File: config.mk
export PLATFORM = sky130hd
export DESIGN_NAME = trt_cell
export DESIGN_NICKNAME = d
export VERILOG_FILES = /design/src/rtl/core/trt_pkg.sv /design/src/rtl/core/trt_cell.sv
export SDC_FILE = /design/constraint.sdc
export NUM_CORES = 1
export LEC_CHECK = 0
export ABC_AREA = 1
export BUFFER_PORTS_ARGS = -buffer_cell sky130_fd_sc_hd__buf_2
export CAP_MARGIN = 20
export CORE_UTILIZATION = 50
export CTS_CLUSTER_SIZE = 30
export DETAILED_ROUTE_END_ITERATION = 8
export GPL_ROUTABILITY_DRIVEN = 0
export PLACE_DENSITY = 0.73
export SYNTH_ARGS = -nofsm -noshare
export SYNTH_HDL_FRONTEND = slang
export SYNTH_SLANG_ARGS = --single-unit
File: constraint.sdc
create_clock -name clk -period 10.6 [get_ports clk]
set_input_delay 1.06 -clock clk [delete_from_list [all_inputs] [get_ports clk]]
set_output_delay 1.06 -clock clk [all_outputs]
set_load 0.02 [all_outputs]
File: src/rtl/core/trt_pkg.sv
`timescale 1ns / 1ps
package trt_pkg;

  localparam int unsigned DefaultEntries = 16;

  typedef enum logic [1:0] {
    KIND_START = 2'd0,
    KIND_END   = 2'd1,
    KIND_RACE  = 2'd2
  } kind_t;

  typedef enum logic [1:0] {
    STATUS_OK        = 2'd0,
    STATUS_FULL      = 2'd1,
    STATUS_NOT_FOUND = 2'd2
  } status_t;

  typedef struct packed {
    logic [1:0]  kind;
    logic [63:0] key_high;
    logic [63:0] key_low;
    logic [15:0] snap;
    logic [63:0] tok;
    logic [63:0] rights;
  } req_t;

  // token passed along the row of cells
  typedef struct packed {
    logic        go;
    logic        found;
    logic        free;
    logic        freed;
    logic [15:0] rc;
    logic [63:0] tok;
  } carry_t;

endpackage

File: src/rtl/core/trt_cell.sv
`timescale 1ns / 1ps
module trt_cell (
  input  logic              clk,
  input  logic              rst,
  input  trt_pkg::req_t     req,
  input  logic              alloc,
  input  trt_pkg::carry_t   cin,
  output trt_pkg::carry_t   cout
);
  import trt_pkg::*;

  logic        valid;
  logic [63:0] key_high;
  logic [63:0] key_low;
  logic [15:0] active;
  logic [15:0] race;
  logic [63:0] mask;
  logic        claim;

  logic        match;
  logic        hit;
  logic        take;
  logic [15:0] active_dec;
  carry_t      cout_next;

  assign match      = valid && (key_high == req.key_high) && (key_low == req.key_low);
  assign hit        = cin.go && match && !cin.found;
  assign take       = cin.go && !valid && !cin.free;
  assign active_dec = active - 16'd1;

  always_comb begin
    cout_next       = cin;
    cout_next.found = cin.found | match;
    cout_next.free  = cin.free | !valid;
    if (hit) begin
      case (req.kind)
        KIND_START: cout_next.rc = race;
        KIND_END: begin
          if (req.snap != race) begin
            cout_next.tok = cin.tok & ~mask;
          end
          cout_next.freed = (active_dec == 16'd0);
        end
        default: ;
      endcase
    end
  end

  always_ff @(posedge clk) begin
    if (rst) begin
      valid <= 1'b0;
      claim <= 1'b0;
      cout  <= '0;
    end else begin
      cout <= cout_next;
      if (cin.go) begin
        claim <= take;
      end
      if (hit) begin
        case (req.kind)
          KIND_START: active <= active + 16'd1;
          KIND_END: begin
            active <= active_dec;
            if (active_dec == 16'd0) begin
              valid <= 1'b0;
            end
          end
          KIND_RACE: begin
            mask <= mask | req.rights;
            race <= race + 16'd1;
          end
          default: ;
        endcase
      end
      if (alloc && claim) begin
        valid    <= 1'b1;
        claim    <= 1'b0;
        key_high <= req.key_high;
        key_low  <= req.key_low;
        active   <= 16'd1;
        race     <= 16'd0;
        mask     <= '0;
      end
    end
  end

endmodule

After elaboration in Yosys (flattened, before gate mapping):

Cells that the tools add are included.

* register bits: 310
* input port bits: 361
* word-level logic and storage cells: 64

* $add $sub $neg: 3
* eq/ne operators: 5
* muxes and demuxes: 15
* bitwise logic cells: 6
* reductions and logical operators: 22

Operators by type and width (count)
* 64-bit two-way mux: 4
* 64-bit == test: 2
* 81-bit two-way mux: 1
* 64-bit AND: 1
* 16-bit two-way mux: 4
* 64-bit inverter: 1
* 64-bit bitwise OR: 1
* 16-bit by 1-bit adder with 16-bit output (second input constant): 2
* 16-bit case mux with 2 select lines: 1
* 16-bit zero test: 1
* 16-bit != test: 1
* 16-bit by 1-bit subtractor with 16-bit output (second input constant): 1
* 3-bit AND reduction: 3
* 2-bit nonzero test: 4
* 1-bit logical AND: 7
* 1-bit two-way mux: 5
* 1-bit zero test: 3
* 3-bit nonzero test: 1
* 2-bit by 1-bit == test with 1-bit output (second input constant): 1
* 2-bit == test (second input constant): 1
* 2-bit zero test: 1
* 1-bit bitwise OR: 2
* 2-bit AND reduction: 1
* 2-bit OR reduction: 1
* 1-bit inverter: 1

Depth between registers and ports, before layout:

Gate-level depths: netlist of the first run.

* depth in word-level cells: 7
* mapped depth: 16

Least setup slack after synthesis of the first run:

Ideal clock, no wire load.

* path type: input-to-reg
* start point: input alloc
* end point: register mask[0], enable pin
* setup time: 0.441 ns
* arrival time: 9.065 ns
* data required time: 10.159 ns
* slack: 1.095 ns
* stages on the path: 4
* path through: nand2_1 nor2_1 inv_1 nand2_1

* longest elaborated chain between the ends: 3
* elaborated cells between the ends (all ways): 4
* classes of those cells: reduce/logical (4)

RTL lines
* start, declared: RTL line trt_cell.sv:6 `input logic alloc,`
* 1-bit logical AND (*): RTL line trt_cell.sv:75 `if (alloc && claim) begin`
* 2-bit nonzero test (no source line)
* 3-bit AND reduction (no source line) (*)
* end signal, assigned: RTL line trt_cell.sv:69 `mask <= mask | req.rights;`
* end, declared: RTL line trt_cell.sv:17 `logic [63:0] mask;`

Every way passes the cells marked *; elsewhere a longest branch is shown, timed or not.
A chain may end at the register's enable or synchronous reset.

Final worst setup path of the first run:

* start point: input req[185] in the netlist's numbering
* end point: register mask[6], enable pin

* longest elaborated chain between the ends: 6

RTL lines
* start, declared: RTL line trt_cell.sv:5 `input trt_pkg::req_t req,`
* 64-bit == test: RTL line trt_cell.sv:26 `assign match = valid && (key_high == req.key_high) && (key_low == req.key_low);`
* 1-bit logical AND: RTL line trt_cell.sv:26
* 1-bit logical AND (2 in series): RTL line trt_cell.sv:27 `assign hit = cin.go && match && !cin.found;`
* 2-bit nonzero test (no source line)
* 3-bit AND reduction (no source line)

No other way between the ends.

==> results of run 1 <==
==> registers in the layout (all words and copies together), names as in the netlist <==
name and flops:
cout 84, key_high 64, key_low 64, mask 64, active 16, race 16, claim 1, valid 1
==> path summary, 6_finish.rpt <==
path / start / end / slack [ns] / depth (start not counted)
max reg2reg: key_low[41] / mask[6] / 6.75 / 13
min: claim / claim / 0.56 / 1
max: req[185] / mask[6] / 6.48 / 15
min reg2reg: claim / claim / 0.56 / 1
==> logic make-up after synthesis <==
family | count (synthesis) | synth area share (%)
AND/OR/NAND/NOR | 1157 | 30.1
buffers and inverters | 444 | 10.9
flip-flops | 310 | 52.7
AO/OA/AOI/OAI | 76 | 2.51
XOR/XNOR | 42 | 2.30
multiplexers | 16 | 1.12
adder cells (fa/ha/maj) | 4 | 0.312
==> per-stage QoR <==
stage | instance area (um2) | worst slack [ns] | instances | util, % | hold slack, ns
3_5_place_dp | 18200 | 5.98 | 2784 | 57.8 | 0.542
6_report | 19600 | 6.48 | 2870 | 62.1 | 0.557
4_1_cts | 19500 | 6.51 | 2852 | 61.9 | 0.556
2_1_floorplan | 16000 | 1.09 | 2049 | - | 0.502
5_1_grt | 19600 | 6.33 | 2869 | 62.1 | 0.581
3_3_place_gp | 18200 | 6.04 | 2784 | 57.8 | 0.525
==> per-layer routing <==
| layer | routed length [um] | track usage [%] | up-vias |
|---|---|---|---|
| li1 | - | - | 7183 |
| met1 | 17500 | 31.4 | 6485 |
| met2 | 20400 | 44.0 | 526 |
| met3 | 2720 | 3.91 | 105 |
| met4 | 1600 | 12.1 | 0 |
| met5 | 0 | 0 | - |
==> cells in the final DEF, fill, tap and decap left out, types with 2 or more instances in the layout <==
cell type  Yosys  routed
a21oi_1       41      41
a31oi_1        5       5
and2_1         2       2
buf_2          6     380
buf_4          3      10
bufinv_16      0       5
clkbuf_1      35       2
clkbuf_16      0      41
clkbuf_8       0       3
clkinv_1       1       4
clkinv_2       0      13
dfxtp_1       86      86
diode_2        0      18
edfxtp_1     224     224
ha_1           4       4
inv_1        377     376
inv_2          9      10
mux2_2        16      16
nand2_1      520     519
nand3_1       96      96
nand3b_1       7       7
nand4_1       92      92
nor2_1       412     410
nor2_4         2       5
nor3_1        10      10
nor3_2         2       2
nor3b_1        2       2
o21ai_0       22      22
o21ai_1        3       3
or2_1          3       3
xnor2_1       16      16
xor2_1        26      26
==> worst max-delay path, cell delays in order <==
cell,delay [ns]
buf_2,0.10
inv_1,0.04
nand2_1,0.06
o21ai_0,0.08
nor2_1,0.12
nand2_1,0.06
nor2_1,0.10
nand2_1,0.06
nor2_1,0.28
nand3_1,0.20
nor2_4,0.11
buf_4,0.65
nand3_1,0.25
nand2_4,0.16
buf_4,0.83
==> power groups by stage <==
stage | Sequential [mW] | Clock, mW | Combinational, mW
CTS | 1.35 | 1.38 | 0.272
finish | 1.35 | 1.35 | 0.271
global placement | 1.38 | 0 | 0.260
detailed placement | 1.38 | 0 | 0.270
floorplan | 1.40 | 0 | 0.128
global route | 1.36 | 1.42 | 0.305
==> area by class of cell <==
cell class	instances	area, um2	share of cell area, %
antenna	18	45.0	0.230
clock buffer	46	1070	5.49
clock inverter	22	235	1.20
inverter	387	1450	7.41
multi-input combinational	1295	5860	29.9
sequential	310	8450	43.1
tap	402	503	2.57
timing repair buffer	390	1980	10.1
==> results.json, run 1 <==
{
  "status": "finished, final reports clean",
  "clkTransAtPathRegs_ns": 0.06,
  "antenna_found_initial": 17,
  "layout-drive-gt1-share_pct": 20.1,
  "first_pass_iters": 5,
  "postSynthCellCount": 2049,
  "yosys_warnings": 0,
  "grt_util_all_layers_pct": 25.6,
  "vias": 14299,
  "grt_start_max_net_pins": 79,
  "rsz0062_at_grt": "no",
  "skew_ns": 0.0171,
  "tightest_slew_ns": 1.10,
  "hold_class": "flop to flop",
  "synth.avg_cell_area_um2": 7.82,
  "synth_area_mm2": 0.0160,
  "vdd_ir_drop_max_v": 0.000131,
  "hold_viol_final": 0,
  "power_switching_share_pct": 23.2,
  "io_pins": 445,
  "ys_seq_area_share_pct": 52.7,
  "root_buffer": "clkbuf_16",
  "syn-num-nets": 2414,
  "hpwl_mm": 30.0,
  "pwr-share-seq_pct": 45.5,
  "portBuffers": 380,
  "fin_crit_sh_pct": 38.9,
  "synth-edff-count": 224,
  "p_per_area_mw_per_mm2": 152,
  "wire_per_inst_um": 14.7,
  "cts_inserted_buffers": 37,
  "drt_iter0_markers": 1057,
  "synthArstFlopShare_pct": 0,
  "power_mw": 2.98,
  "slew_headroom_pct": 26.6,
  "combPwrFrac_pct": 9.1,
  "ys_seq_elements": 310,
  "route.detailed.drc": 0,
  "clock_latency_ns": 0.52,
  "clock.fmax_mhz": 243,
  "num_rows": 65,
  "setup_tns_ns": 0,
  "fp.dieArea_mm2": 0.0328,
  "p_int_mw": 2.29,
  "critPathKind": "input port to flop",
  "n_fill_cell": 2731,
  "ant_nets": 0,
  "cp-start-kind": "input port",
  "cp.arrival_ns": 4.24,
  "cts_buffer_depth": 3,
  "leakagePower_nw": 9.94,
  "yosys.area.top_type": "edfxtp_1",
  "cts.sink_count": 310,
  "crit_fanout": 78,
  "synth_top_area_share_pct": 42.0,
  "nets": 2786,
  "critPathCaptureType": "flop",
  "die_h_um": 181,
  "synth_ff_type": "edfxtp_1",
  "grt_pass1_wl_mm": 67.5,
  "core_area_mm2": 0.0316,
  "synth_area_leaders": "edfxtp_1 42%, nand2_1 12%, dfxtp_1 11%",
  "grt_pass1_vias": 13854,
  "wl_mm": 42.3,
  "vias_per_cell": 4.98,
  "cts_tree": "built",
  "area_growth_pct": 22.3,
  "synth.most_common_cell": "nand2_1",
  "fp.dieW_um": 181,
  "initial_utilization_pct": 50.8,
  "htreeDepth": 2,
  "finalCriticalPeriod_ns": 4.12,
  "setup_viol": 0,
  "cp_data_required_time_ns": 10.72,
  "ys_types": 42,
  "drv_slew": 0,
  "p_sw_uw": 690,
  "max_cap_violations": 0,
  "cts_setup_buffers": 0,
  "synth_commonest_cells": "520 x nand2_1, 412 x nor2_1, 377 x inv_1",
  "grt.overflow.total": 0,
  "holdBufCountCts": 0,
  "clock_power_share_pct": 45.4,
  "ctsResizeCount": 0
}
No activity file was read; power rests on OpenSTA's default activity.
==> inputs of run 2 (changes only) <==
--- a/config.mk
+++ b/config.mk
@@ -8,7 +8,7 @@
 export ABC_AREA = 1
 export BUFFER_PORTS_ARGS = -buffer_cell sky130_fd_sc_hd__buf_2
 export CAP_MARGIN = 20
-export CORE_UTILIZATION = 50
+export CORE_UTILIZATION = 48
 export CTS_CLUSTER_SIZE = 30
 export DETAILED_ROUTE_END_ITERATION = 8
 export GPL_ROUTABILITY_DRIVEN = 0
==> constraint.sdc (replaced) <==
create_clock -name clk -period 3.7 [get_ports clk]
set_input_delay 0.37 -clock clk [delete_from_list [all_inputs] [get_ports clk]]
set_output_delay 0.37 -clock clk [all_outputs]
set_load 0.02 [all_outputs]
==> run 2 against run 1 <==
Final cell count up 0.91%. Largest power group unchanged. Non-clock buffer count down 1. Sequential power rose to 2.9 times the previous value. Largest cell class unchanged. Critical endpoint is now cout[62]. First-iteration DRC count down 13%. Clock skew about the same. Via count down 1.5%. Highest routed layer is now met5.
==> results.json, run 2 (same netlist as run 1, synthesis figures left out) <==
{
  "critPathCaptureType": "flop",
  "dp_cells": 2823,
  "hold_viol_final": 0,
  "slew_headroom_pct": 38.9,
  "htreeDepth": 2,
  "hold_class": "input port to flop",
  "grt_pass1_wl_mm": 64.9,
  "met1_length_mm": 17.3,
  "critPathKind": "flop to flop",
  "fp.dieArea_mm2": 0.0341,
  "cts_tree": "built",
  "holdBufCountCts": 0,
  "layout-drive-gt1-share_pct": 19.6,
  "hpwl_mm": 30.1,
  "vias_per_cell": 4.86,
  "final_cell_mix": "517 x nand2_1, 410 x nor2_1, 380 x buf_2, 376 x inv_1, 224 x edfxtp_1",
  "dr_wl_met2_mm": 19.8,
  "wl_mm": 41.4,
  "ant_nets": 0,
  "finalCriticalPeriod_ns": 2.80,
  "cp-start-kind": "flop",
  "cp.arrival_ns": 3.21,
  "p_per_area_mw_per_mm2": 416,
  "grt_util_all_layers_pct": 24.0,
  "clkTransAtPathRegs_ns": 0.06,
  "status": "finished, final reports clean",
  "nets": 2784,
  "worst_slack_ns": 0.901,
  "num_rows": 66,
  "largest_register": "cout",
  "ctsResizeCount": 0,
  "final_util_pct": 59.6,
  "root_buffer": "clkbuf_16",
  "leakagePower_nw": 9.84,
  "grt.overflow.total": 0,
  "crit_fanout": 67,
  "clock_latency_ns": 0.51,
  "top_layer": "met5",
  "first_pass_iters": 7,
  "power_mw": 8.12,
  "fin_crit_sh_pct": 75.7,
  "vias": 14089,
  "drt_iter0_markers": 917,
  "skew_ns": 0.0175,
  "area_growth_pct": 21.7,
  "antenna_found_initial": 8,
  "portBuffers": 380,
  "cts_setup_buffers": 0,
  "io_pins": 445,
  "finalNonFillerCells": 2896,
  "cts.sink_count": 310,
  "cts_buffer_depth": 3,
  "wl_met3_mm": 2.92,
  "tightest_slew_ns": 0.917,
  "wire_per_inst_um": 14.3,
  "die_h_um": 185,
  "cp_data_required_time_ns": 4.11,
  "setup_viol": 0,
  "cts_inserted_buffers": 36,
  "rsz0062_at_grt": "no",
  "grt_start_max_net_pins": 129,
  "largest_reg_flops": 84,
  "max_cap_violations": 0,
  "grt_pass1_vias": 13315,
  "final_common_cell": "nand2_1",
  "vdd_ir_drop_max_v": 0.000275,
  "core_area_mm2": 0.0327,
  "pre_cts_slack_ns": 0.841,
  "route.detailed.drc": 0,
  "fp.dieW_um": 185,
  "drv_slew": 0,
  "clock.fmax_mhz": 357,
  "initial_utilization_pct": 49.0
}
[run 2: cell types whose count changed in the layout (fill, tap and decap cells not counted), moves of 3 or more]
cell / change
clkinv_2: -10
clkbuf_1: +9
diode_2: -9
clkbuf_16: -4
buf_4: -3
bufinv_16: -3
clkbuf_8: +3
[run 2: layer usage]
metal / track usage [%] / vias up
met2: 41.2 / 443
li1: - / 7168
met3: 4.94 / 85
met5: 0 / -
met1: 29.9 / 6389
met4: 8.40 / 4
[run 2: worst paths after layout]
path,slack [ns],cells after the start,from,end
worst min register to register,0.58,2,mask[12],mask[12]
worst min-delay path,0.05,1,req[191],key_low[47]
worst max register to register,0.90,13,key_high[22],cout[62]
worst max-delay path,0.90,13,key_high[22],cout[62]
[run 2: final cells by class]
| class | instances | area (um2) |
|---|---|---|
| multi-input cells | 1295 | 5880 |
| repair buffers | 389 | 1990 |
| diodes | 9 | 22.5 |
| flip-flops and latches | 310 | 8450 |
| clock buffers | 54 | 1050 |
| clock inverters | 10 | 93.8 |
| fillers | 2913 | 13200 |
| inverters | 387 | 1450 |
| well taps | 442 | 553 |
[run 2: where the power goes]
part           switching, mW  internal, mW
clock network           1.37          2.09
logic                  0.470         0.303
registers             0.0432          3.83
total                   1.89          6.23
[run 2: worst max-delay path, cell delays in order (launching register included)]
cell	delay (ns)
edfxtp_1	0.38
nand2_1	0.08
nand2_1	0.08
nor2_1	0.13
nand2_1	0.06
nor2_1	0.11
nand2_1	0.09
nor2_1	0.25
nand3_1	0.18
nor2_4	0.17
buf_4	0.66
nand4_1	0.29
nand3_1	0.13
inv_1	0.04
[run 2: stage by stage]
| step | area [um2] | TNS (ns) | hold WS (ns) |
|---|---|---|---|
| floorplan | 16100 | -4.18 | 0.469 |
| global placement | 18300 | 0 | 0.564 |
| detailed placement | 18300 | 0 | 0.569 |
| CTS | 19500 | 0 | 0.0306 |
| global route | 19500 | 0 | 0.0435 |
| finish | 19500 | 0 | 0.0468 |
